`src/sv/cpsm_ram.sv`:
```
// ----------------------------------------------------------------------------
// cpsm_ram
// generic single write, single read ram with registered read data
// ----------------------------------------------------------------------------
module cpsm_ram #(
    parameter int unsigned WIDTH = 8,
    parameter int unsigned DEPTH = 64,
    localparam int unsigned AW   = (DEPTH > 1) ? $clog2(DEPTH) : 1
) (
    input  logic             i_clk,
    input  logic             i_we,
    input  logic [AW-1:0]    i_waddr,
    input  logic [WIDTH-1:0] i_wdata,
    input  logic             i_re,
    input  logic [AW-1:0]    i_raddr,
    output logic [WIDTH-1:0] o_rdata
);

    logic [WIDTH-1:0] r_mem [DEPTH];
    logic [WIDTH-1:0] r_rdata;

    always_ff @(posedge i_clk) begin
        if (i_we) begin
            r_mem[i_waddr] <= i_wdata;
        end
        if (i_re) begin
            r_rdata <= r_mem[i_raddr];
        end
    end

    assign o_rdata = r_rdata;

endmodule

```
`config.mk`:
```
export PLATFORM = sky130hd
export DESIGN_NAME = cpsm_ram
export DESIGN_NICKNAME = d
export VERILOG_FILES = /design/src/sv/cpsm_ram.sv
export SDC_FILE = /design/constraint.sdc
export NUM_CORES = 1
export LEC_CHECK = 0
export BUFFER_PORTS_ARGS = -buffer_cell sky130_fd_sc_hd__buf_2
export CAP_MARGIN = 20
export CORE_MARGIN = 3
export CORE_UTILIZATION = 56
export DETAILED_ROUTE_END_ITERATION = 7
export GPL_TIMING_DRIVEN = 0
export PLACE_DENSITY = 0.75
export SETUP_SLACK_MARGIN = 0.02
export SYNTH_ARGS = -nofsm -noshare
export SYNTH_HDL_FRONTEND = slang
export SYNTH_SLANG_ARGS = --single-unit
```
`constraint.sdc`:
```
create_clock -name i_clk -period 1.72 [get_ports i_clk]
set_input_delay 0.086 -clock i_clk [delete_from_list [all_inputs] [get_ports i_clk]]
set_output_delay 0.086 -clock i_clk [all_outputs]
set_load 0.02 [all_outputs]
```
Yosys cells after proc, flatten, opt, wreduce, memory -nomap -nowiden
Memories as Yosys holds them, arrays and structs flattened. A register that Yosys moved wholly into a read port is not among the register bits.
Cells that the tools add are included.
{ "totals": {"reg_bits": 0, "ram_bits": 512, "inputBits": 23, "output_inout_bits": 8, "elab_cells": 3, "memories": 1} }
{ "mem_list": {"columns": ["memory", "words", "word_bits", "read_ports", "rd_clocked_by_memory_dff", "write_ports", "line", "source"], "rows": [
  ["r_mem", 64, 8, 1, 1, 1, "19", "logic [WIDTH-1:0] r_mem [DEPTH];"]
]} }
{ "classes": {"n_mux": 2} }
{ "op_table": {"columns": ["operator", "n"], "rows": [
  ["two-way mux 1 bit", 2]
]} }

Logic depth before layout (Yosys ltp)
{ "logic_depth": {"depth_word": 2, "mapped_depth": 9, "ltp_nobuf": 5} }

Worst setup path after synthesis
No wires, ideal clock.
{ "synth_path": {"kind": "input-to-reg", "startpoint": "input i_raddr[1]", "endpoint": "register r_rdata[3] (netlist: o_rdata[3]) (read register of r_mem), data pin", "t_arrival_ps": 1626, "required_time_ps": 1454, "path_slack_ps": -172, "path_stages": 7, "n_path_buf": 3, "cell_sequence": "buf_4 > buf_2 > buf_2 > mux4_2 > mux4_2 > o21ai_1 > o41ai_1"} }
{ "synth_rtl": {"columns": ["element", "line", "source"], "rows": [
  ["start: declaration", "15", "input logic [AW-1:0] i_raddr,"],
  ["end: declaration", "20", "logic [WIDTH-1:0] r_rdata;"]
]} }

==> results.md <==
- The H-tree generated during clock tree synthesis spans 2 levels.
- The number of distinct library cell variants in the gate-level netlist after synthesis is 39.
- The number of failing hold endpoints at the final stage is 0.
- Summed over all instances, the cell type with the most area after synthesis is sky130_fd_sc_hd__edfxtp_1.
- The clock arrives with 12.8 ps of skew.
- On the final layout, the worst hold slack is 13.0 ps.
- The first TritonRoute pass finished after 7 iterations.
- The number of placed cells counting well taps is 1,425.
- The remaining routing DRC violations is 0.
- The finished cells cover 0.0231 mm².
- For this design the static power due to leakage is 7.18 nW.
- The net switching share of the total power is 0.213.
- After floorplanning, the core was sized to cover 0.0356 mm².
- The number of slew-limit violations in the final report is 0.
- The kind of start point of the critical path is a flop.
- The final period demand of the worst path is 2070 ps.
- The power spent charging and discharging nets is around 5.5 mW.
- The worst setup path is captured at a flop.
- The internal portion of the total power is 20.3 mW.
- The warning count from the yosys run is 0.
- Entering global routing, the biggest net connects 65 pins.
- Of the total synthesized cell area, the portion taken by AND, OR, NAND and NOR gates is 0.0337.
- The power density over the cells is 1110 mW/mm².
- The final route contains around 10,000 vias.
- Setup repair after global routing could not meet its margin everywhere.
- The sequential fraction of design power is 0.547.
- The worst-case vdd ir drop is between 900 and 1000 µV.
- The number of global-route vias before repair is 10,100.
- Of the total power, the clock network draws 0.392.
- The max-slew headroom at the worst pin is 0.310.
- When the netlist entered floorplanning its net count stood at slightly below 1,000.
- The sum of routed wire length over all layers is 47,500 µm.
- The number of buffers created by CTS is 51.
- The initial utilization of the core area, before any placement, comes to 0.569.
- The proportion of layout cells with a drive suffix above 1 is 0.330.
- The clock net in this run drives a total of 520 sinks.
- Dividing the detail-routed via count by the number of cells gives 6.64.
- The total global routing overflow is 0.
- The number of enable-type register cells in the synthesized netlist is 520.
- Dividing the final minimum period by the clock period gives 1.20.
- After synthesis, the share of cell area in mux cells is 0.159.
- The flow ran to the end, but the final reports show violations.
- The TritonCTS clock tree is yes.
- The die is 196 µm tall.
- The post-layout net count is 1,060.
- The first global-routing pass estimated 68,400 µm of wire.
- Of the total synthesized cell area, the portion taken by full adders, half adders and majority gates is 0.
- The count of buffers added on input and output ports is 22.
- The global-route total usage across every layer is 0.247.
- The initialized floorplan defines 69 standard-cell rows.
- The final reports fail on negative setup slack.
- The number of antenna violations at the first check in global routing is 0.
- From synthesis to final layout, the design area changed by 14.2%.
- The count of state elements after synthesis is between 500 and 600.
- The worst setup slack after placement is -1010 ps.
- The floorplan step defined a die boundary enclosing 0.0385 mm².
- The count of cells in the finished layout, fillers not included, comes to 1,537.
- Of the total synthesized cell area, the portion taken by XOR and XNOR cells is 0.
- At the end of the flow the core is filled with cells to 0.650.
- In this run the clock root is driven by a sky130_fd_sc_hd__clkbuf_16.
- The setup path with the least slack is of type reg -> reg.
- The design draws 25.7 mW.
- The tool flagged a number of max-cap violations equal to 0.
- The maximum net fanout on the critical path is 1.
- From left edge to right edge, the die measures 196 µm.
- The clock-pin transition on the worst setup and hold timing paths is 60 ps.
- The maximum count of clock buffers along a single path is 3.
- The cell area that synthesis handed to floorplanning was 0.0202 mm².
- Of the synthesized area, sequential elements account for 0.771.
- The combinational power share is 0.060.
- The clock network latency to the later pin of the worst-skew pair is 570 ps.
- The fraction of the mapped netlist area in compound gates is 0.0206.
- Sorting the synthesized cells by area gives the leading types as sky130_fd_sc_hd__edfxtp_1 (77%), sky130_fd_sc_hd__mux4_2 (14%), sky130_fd_sc_hd__nor2_1 (1.5%).
- The upper clock frequency limit is 484 MHz.
- The first routing iteration left 1,396 violations.
- The post-detailed-placement half-perimeter wirelength is 29,000 µm.
- At the worst endpoint, the required time is 2020 ps.
- The portion of synthesized cell area occupied by the leading cell type is 0.771.
- The number of placed I/O pins is 31.
- After layout, the worst setup slack is -348 ps.
- The cell area after placement is ~0.021 mm².
- In this run the worst hold path is classified as in -> reg.
- The synthesized netlist cell count is 940.
- In the layout the commonest cells are sky130_fd_sc_hd__edfxtp_1 (520), sky130_fd_sc_hd__mux4_2 (126), sky130_fd_sc_hd__clkbuf_16 (53).
- The setup TNS after final layout is -2820 ps.
- The count of final setup violators is 16.
- The largest family of logic cells by synthesized area is multiplexers.
- The weighted congestion reported at the end of routability-driven placement is 0.887.
- Data arrives at the worst endpoint at roughly 2400 ps.
- The leading cell type in the layout, fill and taps excluded is sky130_fd_sc_hd__edfxtp_1.
- In the synthesized netlist the async set-or-reset flop fraction comes to 0.
- Dividing the detail-routed wire length by the instance count gives slightly above 30 µm.
- The number of nets with antenna violations after detailed routing is 0.
- At the pin with the least slew margin, the transition time is ~1000 ps.
- The per-instance average area after synthesis is about 22 µm².
- Among all flip-flop cells after synthesis, the most frequent one is sky130_fd_sc_hd__edfxtp_1.
[path summary, 6_finish.rpt]
path | slack, ps | start | end | depth (start not counted)
max | -350 | r_mem[7][2]$_DFFE_PP_ | o_rdata[2]$_DFFE_PP_ | 5
min | 10 | i_wdata[4] | r_mem[35][4]$_DFFE_PP_ | 1
max reg2reg | -350 | r_mem[7][2]$_DFFE_PP_ | o_rdata[2]$_DFFE_PP_ | 5
min reg2reg | 950 | r_mem[4][7]$_DFFE_PP_ | o_rdata[7]$_DFFE_PP_ | 4
[state kept, by name, summed over array words and instances (netlist names)]
signal	flops
o_rdata	8
r_mem	512
[area by class of cell]
class,count,area (µm²)
Clock buffer,69,1390
Sequential cell,520,15600
Tap cell,461,577
Multi-Input combinational cell,369,4660
Fill cell,2292,12400
Antenna cell,1,2.50
Buffer,51,392
Timing Repair Buffer,44,390
Clock inverter,22,105
[worst max-delay path, stage by stage, from the launching register on]
cell and delay, ps:
sky130_fd_sc_hd__edfxtp_1 370, sky130_fd_sc_hd__mux4_2 490, sky130_fd_sc_hd__mux4_2 550, sky130_fd_sc_hd__nor2_2 130
sky130_fd_sc_hd__nor3_1 90, sky130_fd_sc_hd__o2bb2ai_2 180
[per-layer routing]
| metal | global-route usage | vias up | wire length, µm |
|---|---|---|---|
| met5 | 0 | - | 0 |
| met4 | 0.0869 | 0 | 1740 |
| met3 | 0.0625 | 108 | 5320 |
| met2 | 0.389 | 680 | 23000 |
| met1 | 0.345 | 5298 | 17500 |
| li1 | - | 4121 | - |
[Yosys cell counts (all sizes together) (2+ instances only)]
master and number:
nor3 7, nor4 2, nand2 19, a221oi 6, a211oi 4, mux2 13
o32ai 2, a21oi 3, o41ai 2, a2111oi 2, o21a 2, nor2b 14
o22ai 8, edfxtp 520, mux4 126, o2bb2ai 3, o21ai 4, a22oi 3
o221ai 8, buf 34, clkbuf 17, o221a 2, nor2 83, nand4 2
nand2b 7, nand3 13, o2111ai 3, nand3b 3, mux2i 23
[logic make-up after synthesis]
group,after synthesis
compound gates,54
mux,162
buf+inv,51
simple gates,153
flops,520
[what timing repair did]
item,4_1_cts,5_1_grt
endpoints found under the setup margin,128,376
gates cloned,0,0
pin swaps,2,3
hold buffers,2,6
setup buffers,0,4
gates resized for setup,47,48
endpoints found under the hold margin,10,64
[power groups by stage]
stage / Sequential [mW] / Clock [mW] / Combinational, mW
after CTS: 14.1 / 10.2 / 1.45
final: 14.1 / 10.1 / 1.55
after detailed placement: 14.4 / 0 / 1.39
after floorplan: 14.4 / 0 / 0.778
after global routing: 14.1 / 10.7 / 1.62
after global placement: 14.4 / 0 / 1.36
No activity file was read; power rests on OpenSTA's default activity.
