===== src/sv/cpsm_pkg.sv =====
// ----------------------------------------------------------------------------
// cpsm_pkg
// shared types, codes and prefix helpers for the cidr prefix set matcher
// ----------------------------------------------------------------------------
package cpsm_pkg;

    localparam int unsigned ADDR_BITS = 128;

    localparam logic [7:0] V4_BITS = 8'd32;
    localparam logic [7:0] V6_BITS = 8'd128;

    // item kinds
    localparam logic [1:0] KIND_INSERT = 2'd0;
    localparam logic [1:0] KIND_LOOKUP = 2'd1;
    localparam logic [1:0] KIND_CLEAR  = 2'd2;

    // one stored prefix
    typedef struct packed {
        logic                 fam;
        logic [ADDR_BITS-1:0] prefix;
        logic [7:0]           len;
    } t_entry;

    typedef enum logic [5:0] {
        ST_IDLE   = 6'b000001,
        ST_SCAN   = 6'b000010,
        ST_DRAIN  = 6'b000100,
        ST_DECIDE = 6'b001000,
        ST_WRITE  = 6'b010000,
        ST_DONE   = 6'b100000
    } t_state;

    // length in 1..32 for ipv4, 1..128 for ipv6
    function automatic logic len_ok(input logic fam, input logic [7:0] len);
        logic [7:0] max_len;
        max_len = fam ? V6_BITS : V4_BITS;
        return (len != 8'd0) && (len <= max_len);
    endfunction

    // leading-bits mask; ipv4 lives in bits 31:0
    function automatic logic [ADDR_BITS-1:0] prefix_mask(input logic fam,
                                                         input logic [7:0] len);
        logic [ADDR_BITS-1:0] m6;
        logic [31:0]          m4;
        m6 = ~({ADDR_BITS{1'b1}} >> len);
        m4 = ~(32'hFFFF_FFFF >> len);
        return fam ? m6 : {{(ADDR_BITS-32){1'b0}}, m4};
    endfunction

endpackage


===== src/sv/cpsm_match.sv =====
// ----------------------------------------------------------------------------
// cpsm_match
// shared masked comparator: one stored entry against the current address
// ----------------------------------------------------------------------------
module cpsm_match
    import cpsm_pkg::*;
(
    input  logic                 i_is_insert,
    input  logic                 i_fam,
    input  logic [ADDR_BITS-1:0] i_addr,
    input  logic [7:0]           i_len,
    input  t_entry               i_entry,
    output logic [ADDR_BITS-1:0] o_key,
    output logic                 o_match
);

    logic [7:0] sel_len;
    logic       key_eq;

    // insert masks with its own length, lookup with the stored one
    assign sel_len = i_is_insert ? i_len : i_entry.len;
    assign o_key   = i_addr & prefix_mask(i_fam, sel_len);
    assign key_eq  = (o_key == i_entry.prefix) && (i_entry.fam == i_fam);

    always_comb begin
        if (i_is_insert) begin
            o_match = key_eq && (i_entry.len == i_len);
        end else begin
            o_match = key_eq && len_ok(i_fam, i_entry.len);
        end
    end

endmodule


===== config.mk =====
export PLATFORM = sky130hd
export DESIGN_NAME = cpsm_match
export DESIGN_NICKNAME = d
export VERILOG_FILES = /design/src/sv/cpsm_pkg.sv /design/src/sv/cpsm_match.sv
export SDC_FILE = /design/constraint.sdc
export NUM_CORES = 1
export LEC_CHECK = 0
export BUFFER_PORTS_ARGS = -buffer_cell sky130_fd_sc_hd__buf_2
export CAP_MARGIN = 20
export CORE_AREA = 3 3 158 160
export DETAILED_ROUTE_END_ITERATION = 10
export DIE_AREA = 0 0 161 163
export PLACE_DENSITY = 0.59
export SYNTH_ARGS = -nofsm -noshare
export SYNTH_HDL_FRONTEND = slang
export SYNTH_SLANG_ARGS = --single-unit

===== constraint.sdc =====
create_clock -name vclk -period 4.58
set_input_delay 0.458 -clock vclk [all_inputs]
set_output_delay 0.458 -clock vclk [all_outputs]
set_load 0.05 [all_outputs]

; Yosys cells after proc, flatten, opt, wreduce, memory -nomap -nowiden
; Cells that the tools add are included.
[word_totals]
reg_bits = 0
in_bits = 275
elab_cells = 18
[op_classes]
magnitude_cmp = 1
n_eq_ne = 3
shift = 2
muxes = 4
n_bitwise = 3
reduce_logical = 5
[op_table]
columns = operator, n
row1 = $and A128 B128 Y128, 1
row2 = $eq A128 B128 Y1, 1
row3 = $mux W128, 1
row4 = $not A128 Y128, 1
row5 = $shr A128 B8 Y128 const A, 1
row6 = $not A32 Y32, 1
row7 = $shr A32 B8 Y32 const A, 1
row8 = $mux W8, 2
row9 = $eq A8 B8 Y1, 1
row10 = $le A8 B8 Y1, 1
row11 = $reduce_bool A8 Y1, 1
row12 = $logic_and A1 B1 Y1, 4
row13 = $eq A1 B1 Y1, 1
row14 = $mux W1, 1

; Longest topological paths before layout
; Gate-level depths: netlist (run 1).
[logic_depth]
ltp_word = 9
depth_mapped = 14
depth_no_buf = 11

; Least setup slack after synthesis (run 1)
; Ideal clock, no wire load.
[synth_path]
kind = input to output
startpoint = in i_entry[5] in the netlist's numbering
endpoint = out o_match
arrival_time_ns = 5.064
slack_ns = -0.942
path_stages = 11
path_cell_list = clkbuf_1 > nor3_1 > or2_2 > clkbuf_1 > nor4_1 > xor2_1 > a21o_1 > a2111oi_0 > nand4_1 > or4_1 > nor4_2
[synth_via]
elab_chain_len = 9
[synth_rtl]
columns = element, line_no
row1 = start: declaration, cpsm_match.sv:12  ; input t_entry i_entry,
row2 = $mux W8 *, cpsm_match.sv:21  ; assign sel_len = i_is_insert ? i_len : i_entry.len;
row3 = $shr A128 B8 Y128 *, cpsm_pkg.sv:45  ; m6 = ~({ADDR_BITS{1'b1}} >> len);
row4 = $not A128 Y128 *, cpsm_pkg.sv:45
row5 = $mux W128 *, cpsm_pkg.sv:47  ; return fam ? m6 : {{(ADDR_BITS-32){1'b0}}, m4};
row6 = $and A128 B128 Y128 *, cpsm_match.sv:22  ; assign o_key = i_addr & prefix_mask(i_fam, sel_len);
row7 = named net o_key[32], cpsm_match.sv:13  ; output logic [ADDR_BITS-1:0] o_key,
row8 = $eq A128 B128 Y1 *, cpsm_match.sv:23  ; assign key_eq = (o_key == i_entry.prefix) && (i_entry.fam == i_fam);
row9 = $logic_and A1 B1 Y1 *, cpsm_match.sv:23
row10 = $logic_and A1 B1 Y1 (on tied branches), "cpsm_match.sv:29, cpsm_match.sv:27"
row11 = $mux W1 *, cpsm_match.sv:26  ; if (i_is_insert) begin
row12 = end: declaration, cpsm_match.sv:14  ; output logic o_match
; Mark *: on every way through the listed nets, which the timed path passes. The rest lies on a longest branch.

; Final worst setup path (run 1)
[layout_path]
startpoint = in i_is_insert
endpoint = out o_match
[layout_via]
elab_chain_len = 9
[layout_rtl]
columns = element, line_no
row1 = start: declaration, cpsm_match.sv:8  ; input logic i_is_insert,
row2 = $mux W8, cpsm_match.sv:21
row3 = $shr A128 B8 Y128 or $shr A32 B8 Y32 (tied branches), "cpsm_pkg.sv:45, cpsm_pkg.sv:46"
row4 = $not A128 Y128 or $not A32 Y32 (tied branches), "cpsm_pkg.sv:45, cpsm_pkg.sv:46"
row5 = $mux W128, cpsm_pkg.sv:47
row6 = $and A128 B128 Y128, cpsm_match.sv:22
row7 = $eq A128 B128 Y1, cpsm_match.sv:23
row8 = $logic_and A1 B1 Y1, cpsm_match.sv:23
row9 = $logic_and A1 B1 Y1 (on tied branches), "cpsm_match.sv:29, cpsm_match.sv:27"
row10 = $mux W1 *, cpsm_match.sv:26
; Mark *: on every way between the ends. The rest lies on a longest branch, timed or not.

==> out/results.txt, run 1 <==
detailed-route wire length = 51.3 mm
largest net degree at the start of global routing = 73
max incr delay on CP = 380 ps
Register Area = 0 µm²
Tightest Pin Transition = 676 ps
via count = 9695
first-pass iteration count of the detailed router = 6
syn avg cell area = 6.16 µm²
Routed met2 length = 23.9 mm
Std-Cell Rows = 56
HP Start = i_addr[67]
xor/xnor cell area share of the yosys netlist = 0.126
critical path capture point type = output port
FF+latch count = 0
# IOs = 404
die area = 0.0262 mm²
worst hold path stage count = 4
CP Cell Sequence = buf_2, buf_12, buf_4, nand4b_1, buf_4, and4_1, a32oi_1, o311ai_0, a2111oi_2, buf_4, nand4_1, nor3_1, buf_4, nand4_1, nor4_4, buf_6
pre-CTS WS = -120 ps
post-route worst setup slack = 118 ps
Die W = 161 µm
vias in the first global route = 9691
gr usage total = 0.365
switching fraction of total power = 0.671
Routed Antenna Nets = 0
yosys warns = 0
Final #Nets = 1664
Internal = 0.000449 W
share of cells above drive strength 1 = 0.474
drt via density = 5.69
status = finished, final reports clean
cell mode on critical path = buf_4
maximum VDD drop = 0.0629 mV
setup violators final = 0
Critical Path Start Type = input pin
Worst Path Buf+Inv = 7
Critical Path AT = 4000 ps
first-pass GRT wire length = 70.0 mm
Compound-Gate Fraction of Synth Area = 0.385
mux contribution to synthesized area = 0.0201
grt ovf = 0
met3 wire len = 4.32 mm
leakage = 4.77 nW
critical path's top delay family = simple AND/OR/NAND/NOR gates
largest family of logic cells by synthesized area = compound AO/OA/AOI/OAI gates
initial core utilization = 0.219
Core ar. = 0.0235 mm²
Final Core Density = 0.382
register area share after synthesis = 0
Fin. Hold Viols = 0
Unique masters post-synth = 91
die height = 163 µm
Hold-fix buffers, CTS = 0
adder-cell share of the synthesized area = 0.00485
fmax = 224 MHz
combinational power share = 1.000
Simple-Gate Fraction of Synth Area = 0.376
setup_tns = 0 ps
power per cell area = 152 mW/mm²
Placer Congestion = 1.07
DRT iter0 DRCs = 1040
Critical Path RT = 4120 ps
syn_nets = 1114
Hold Path Sink = o_key[67]
Slowest cell on crit path = nor3_1
Tcrit/Tclk final = 0.974
NetSw = 0.000916 W
Area growth syn-to-layout = 74.4%
synthesized instance count = 837
initial antenna violation count = 0
Reg power frac = 0
DP HPWL = 45.0 mm
Residual DRC = 0
uppermost layer routed = met4
Min Clock Period, post-route = 4460 ps
clkbuf count = 0
critical path type = in2out
wire per inst = 30.1 µm
Hold WC Path Type = in2out
Clock power frac = 0
critical path peak fanout = 22
Slew Limit Fails = 0
synthesized cell area = 0.00516 mm²
PortBufs = 404
M1 WL = 20.9 mm
relative slew slack = 0.544
Diodes inserted = 0
max_cap viols = 0
==> power groups by stage <==
| stage | combinational [W] | clock, W | sequential (W) |
|---|---|---|---|
| 4_1_cts | 0.00132 | 0 | 0 |
| 6_report | 0.00137 | 0 | 0 |
| 5_1_grt | 0.00140 | 0 | 0 |
| 3_3_place_gp | 0.00133 | 0 | 0 |
| 2_1_floorplan | 0.000679 | 0 | 0 |
| 3_5_place_dp | 0.00132 | 0 | 0 |
==> how the worst max path moves through the flow <==
stage / from / endpoint / slack [ps] / cells after the start
2_1_floorplan: i_entry[2] / o_match / 30 / 11
3_3_place_gp: i_is_insert / o_match / -180 / 15
3_5_place_dp: i_is_insert / o_match / -120 / 14
4_1_cts: i_is_insert / o_match / 20 / 14
5_1_grt: i_is_insert / o_match / -3 / 15
6_report: i_is_insert / o_match / 120 / 16
==> final cells by class <==
cell class                      count  area, µm²
Fill cell                        2696      14600
Inverter                           58        218
Timing Repair Buffer              598       3560
Tap cell                          319        399
Multi-Input combinational cell    729       4820
==> placed cells by master, fill, tap and decap left out, types with 6 or more instances in the layout <==
master and count:
a21o_1 6, a21oi_1 72, a221oi_1 7, a22o_1 12, a22oi_1 8, a31oi_1 9, and2_1 7, and3_1 15
buf_12 6, buf_2 403, buf_4 188, inv_1 57, nand2_1 107, nand3_1 23, nand4_1 21, nor2_1 79
nor2b_1 10, nor3_1 20, nor4_1 13, nor4_2 6, nor4b_1 9, o2111ai_1 8, o211a_1 14, o211ai_1 17
o21ai_0 24, o221ai_1 6, o22ai_1 19, o311ai_0 6, or2_2 6, xnor2_1 39, xor2_1 35
==> cells in the mapped netlist (all sizes together), types with 4 or more instances <==
master	instances	area (µm²)
o2111ai	9	85.1
xor2	35	307
nor4	21	150
nand2	110	418
a2111oi	10	93.8
o311ai	6	52.6
and3	16	105
a21o	6	45.0
a31oi	10	62.6
inv	58	218
nor3	22	126
o211a	14	140
a221oi	8	76.3
nand3	25	135
or2	7	43.8
a21boi	4	30.0
o22ai	20	131
a22oi	8	60.1
xnor2	39	342
o21ai	26	130
nand4b	4	35.0
nor3b	8	81.3
and2	7	43.8
a22o	12	105
nor4b	9	78.8
a211o	4	36.3
nand2b	5	31.3
clkbuf	24	90.1
nor2b	10	62.6
buf	26	144
mux2i	5	70.1
nor2	82	313
nand3b	5	37.5
and4	5	43.8
o21a	4	30.0
a21oi	75	383
or4	6	45.0
a211oi	8	77.6
o211ai	18	140
o221ai	6	52.6
nand4	21	131
==> metal layers <==
metal	vias to the layer above	global-route usage
met1	4717	0.469
met2	618	0.621
met3	112	0.0575
met4	0	0.127
li1	4248	-
met5	-	0
==> kinds of logic after synthesis <==
group / count (synthesis)
AND/OR/NAND/NOR: 370
AO/OA/AOI/OAI: 275
buffers and inverters: 108
XOR/XNOR: 74
multiplexers: 8
adder cells (fa/ha/maj): 2
==> metrics by stage <==
step	hold slack, ps	std cells	total power, W	instance area [µm²]
4_1_cts	1320	1699	0.00132	8880
3_5_place_dp	1320	1699	0.00132	8870
2_1_floorplan	1070	837	0.000679	5190
3_3_place_gp	1310	1699	0.00133	8870
6_report	1310	1704	0.00137	8990
5_1_grt	1340	1704	0.00140	8990
==> repair_timing <==
action | CTS | global route
pin swaps | 0 | 3
endpoints found under the setup margin | 1 | 1
buffers inserted | 0 | 5
resized for setup | 3 | 18
No activity file was read; power rests on OpenSTA's default activity.
==> run 2: changes to the inputs <==
--- a/config.mk
+++ b/config.mk
@@ -7,10 +7,11 @@
 export LEC_CHECK = 0
 export BUFFER_PORTS_ARGS = -buffer_cell sky130_fd_sc_hd__buf_2
 export CAP_MARGIN = 20
-export CORE_AREA = 3 3 158 160
+export CORE_AREA = 3 3 157 159
 export DETAILED_ROUTE_END_ITERATION = 10
-export DIE_AREA = 0 0 161 163
-export PLACE_DENSITY = 0.59
+export DIE_AREA = 0 0 160 162
+export PLACE_DENSITY = 0.6
+export SETUP_SLACK_MARGIN = 0.05
 export SYNTH_ARGS = -nofsm -noshare
 export SYNTH_HDL_FRONTEND = slang
 export SYNTH_SLANG_ARGS = --single-unit
==> constraint.sdc (replaced) <==
create_clock -name vclk -period 5.79
set_input_delay 0.579 -clock vclk [all_inputs]
set_output_delay 0.579 -clock vclk [all_outputs]
set_load 0.05 [all_outputs]
==> out/results.txt, run 2 (synthesis gave the netlist of run 1 again) <==
# IOs = 404
die height = 162 µm
Crit path depth = 14
Critical Path Start Type = input pin
FF+latch count = 0
max incr delay on CP = 770 ps
gr usage total = 0.364
Residual DRC = 0
Final #Nets = 1545
Clock power frac = 0
power per cell area = 126 mW/mm²
share of cells above drive strength 1 = 0.412
Tcrit/Tclk final = 0.967
critical path's top delay family = simple AND/OR/NAND/NOR gates
Die W = 160 µm
Routed Antenna Nets = 0
Critical Path RT = 5210 ps
die area = 0.0259 mm²
Reg power frac = 0
DP HPWL = 43.4 mm
Placer Congestion = 1.09
critical path type = in2out
initial antenna violation count = 3
maximum VDD drop = 0.0534 mV
RSZ-0062 raised after global routing = no
Tightest Pin Transition = 1010 ps
Register Area = 0 µm²
critical path peak fanout = 32
max_cap viols = 0
critical path capture point type = output port
Internal = 0.000290 W
vias in the first global route = 9374
status = finished, final reports clean
Std-Cell Rows = 56
wire per inst = 31.9 µm
worst hold path stage count = 4
grt ovf = 0
Hold WC Path Type = in2out
Slowest cell on crit path = nor2_1
Filler cells = 2725
clkbuf count = 0
DRT iter0 DRCs = 1114
first-pass iteration count of the detailed router = 8
Pwr Total = 0.000996 W
most frequent cells in the layout = buf_2, nand2_1, nor2_1
Critical Path AT = 5020 ps
setup violators final = 0
Min Clock Period, post-route = 5600 ps
detailed-route wire length = 50.6 mm
Core ar. = 0.0234 mm²
largest net degree at the start of global routing = 68
most common cell after layout, fill and taps aside = buf_2
NetSw = 0.000706 W
Area growth syn-to-layout = 53.7%
Slew Limit Fails = 0
setup_tns = 0 ps
initial core utilization = 0.220
drt via density = 5.93
relative slew slack = 0.322
cell mode on critical path = buf_4
leakage = 4.14 nW
# Post-CTS Setup Buffers = 0
first-pass GRT wire length = 69.3 mm
Fin. Hold Viols = 0
via count = 9412
Worst Path Buf+Inv = 5
PortBufs = 404
combinational power share = 1.000
post_cts resized = 0
switching fraction of total power = 0.709
CP Cell Sequence = buf_2, nor3b_4, buf_4, nor2_1, buf_4, a21oi_1, nor2_1, xor2_1, a2111oi_0, buf_4, nand3_1, or4_1, nor4_2, buf_2
Hold-fix buffers, CTS = 0
fmax = 179 MHz
run 2: cell types whose count changed in the layout (fill, tap and decap cells not counted), moves of 4 or more:
cell / before / now
buf_4: 188 / 74
buf_12: 6 / 1
a2111oi_0: 5 / 9
nor4_1: 13 / 17
run 2: power groups by stage:
| stage | clock, W | combinational (W) | sequential [W] |
|---|---|---|---|
| 5_1_grt | 0.0000000000232 | 0.00102 | 0 |
| 2_1_floorplan | 0 | 0.000535 | 0 |
| 6_report | 0.0000000000232 | 0.000996 | 0 |
| 4_1_cts | 0 | 0.000970 | 0 |
| 3_5_place_dp | 0 | 0.000967 | 0 |
| 3_3_place_gp | 0 | 0.000977 | 0 |
run 2: tightest hold or removal path: stages:
cell     delay [ps]
buf_2            90
nand2_1          50
a21oi_1          50
buf_2           210
run 2: cell type report:
type	count	area, µm²	area share
antenna	1	2.50	0.000316
tap	319	399	0.0503
multi-input combinational	729	4710	0.594
timing repair buffer	479	2600	0.328
inverter	58	218	0.0275
run 2: per-stage QoR:
| step | instance area, µm² | hold WS, ps | setup WS, ps | cells | utilization |
|---|---|---|---|---|---|
| after CTS | 7930 | 1550 | 253 | 1585 | 0.339 |
| after global placement | 7930 | 1550 | 184 | 1585 | 0.339 |
| after global routing | 7930 | 1580 | 176 | 1586 | 0.339 |
| after floorplan | 5160 | 1330 | 545 | 837 | - |
| after detailed placement | 7930 | 1550 | 271 | 1585 | 0.339 |
| final | 7930 | 1560 | 190 | 1586 | 0.339 |
run 2: final timing paths:
path,start,end,slack [ps]
worst min-delay path,i_addr[101],o_key[101],1560
worst max-delay path,i_is_insert,o_match,190
run 2: per-layer routing:
layer	track usage	wire, µm	vias up
met5	0	21	-
met4	0.136	2330	4
met3	0.0671	5020	132
met2	0.608	23400	734
met1	0.467	19800	4538
li1	-	-	4004
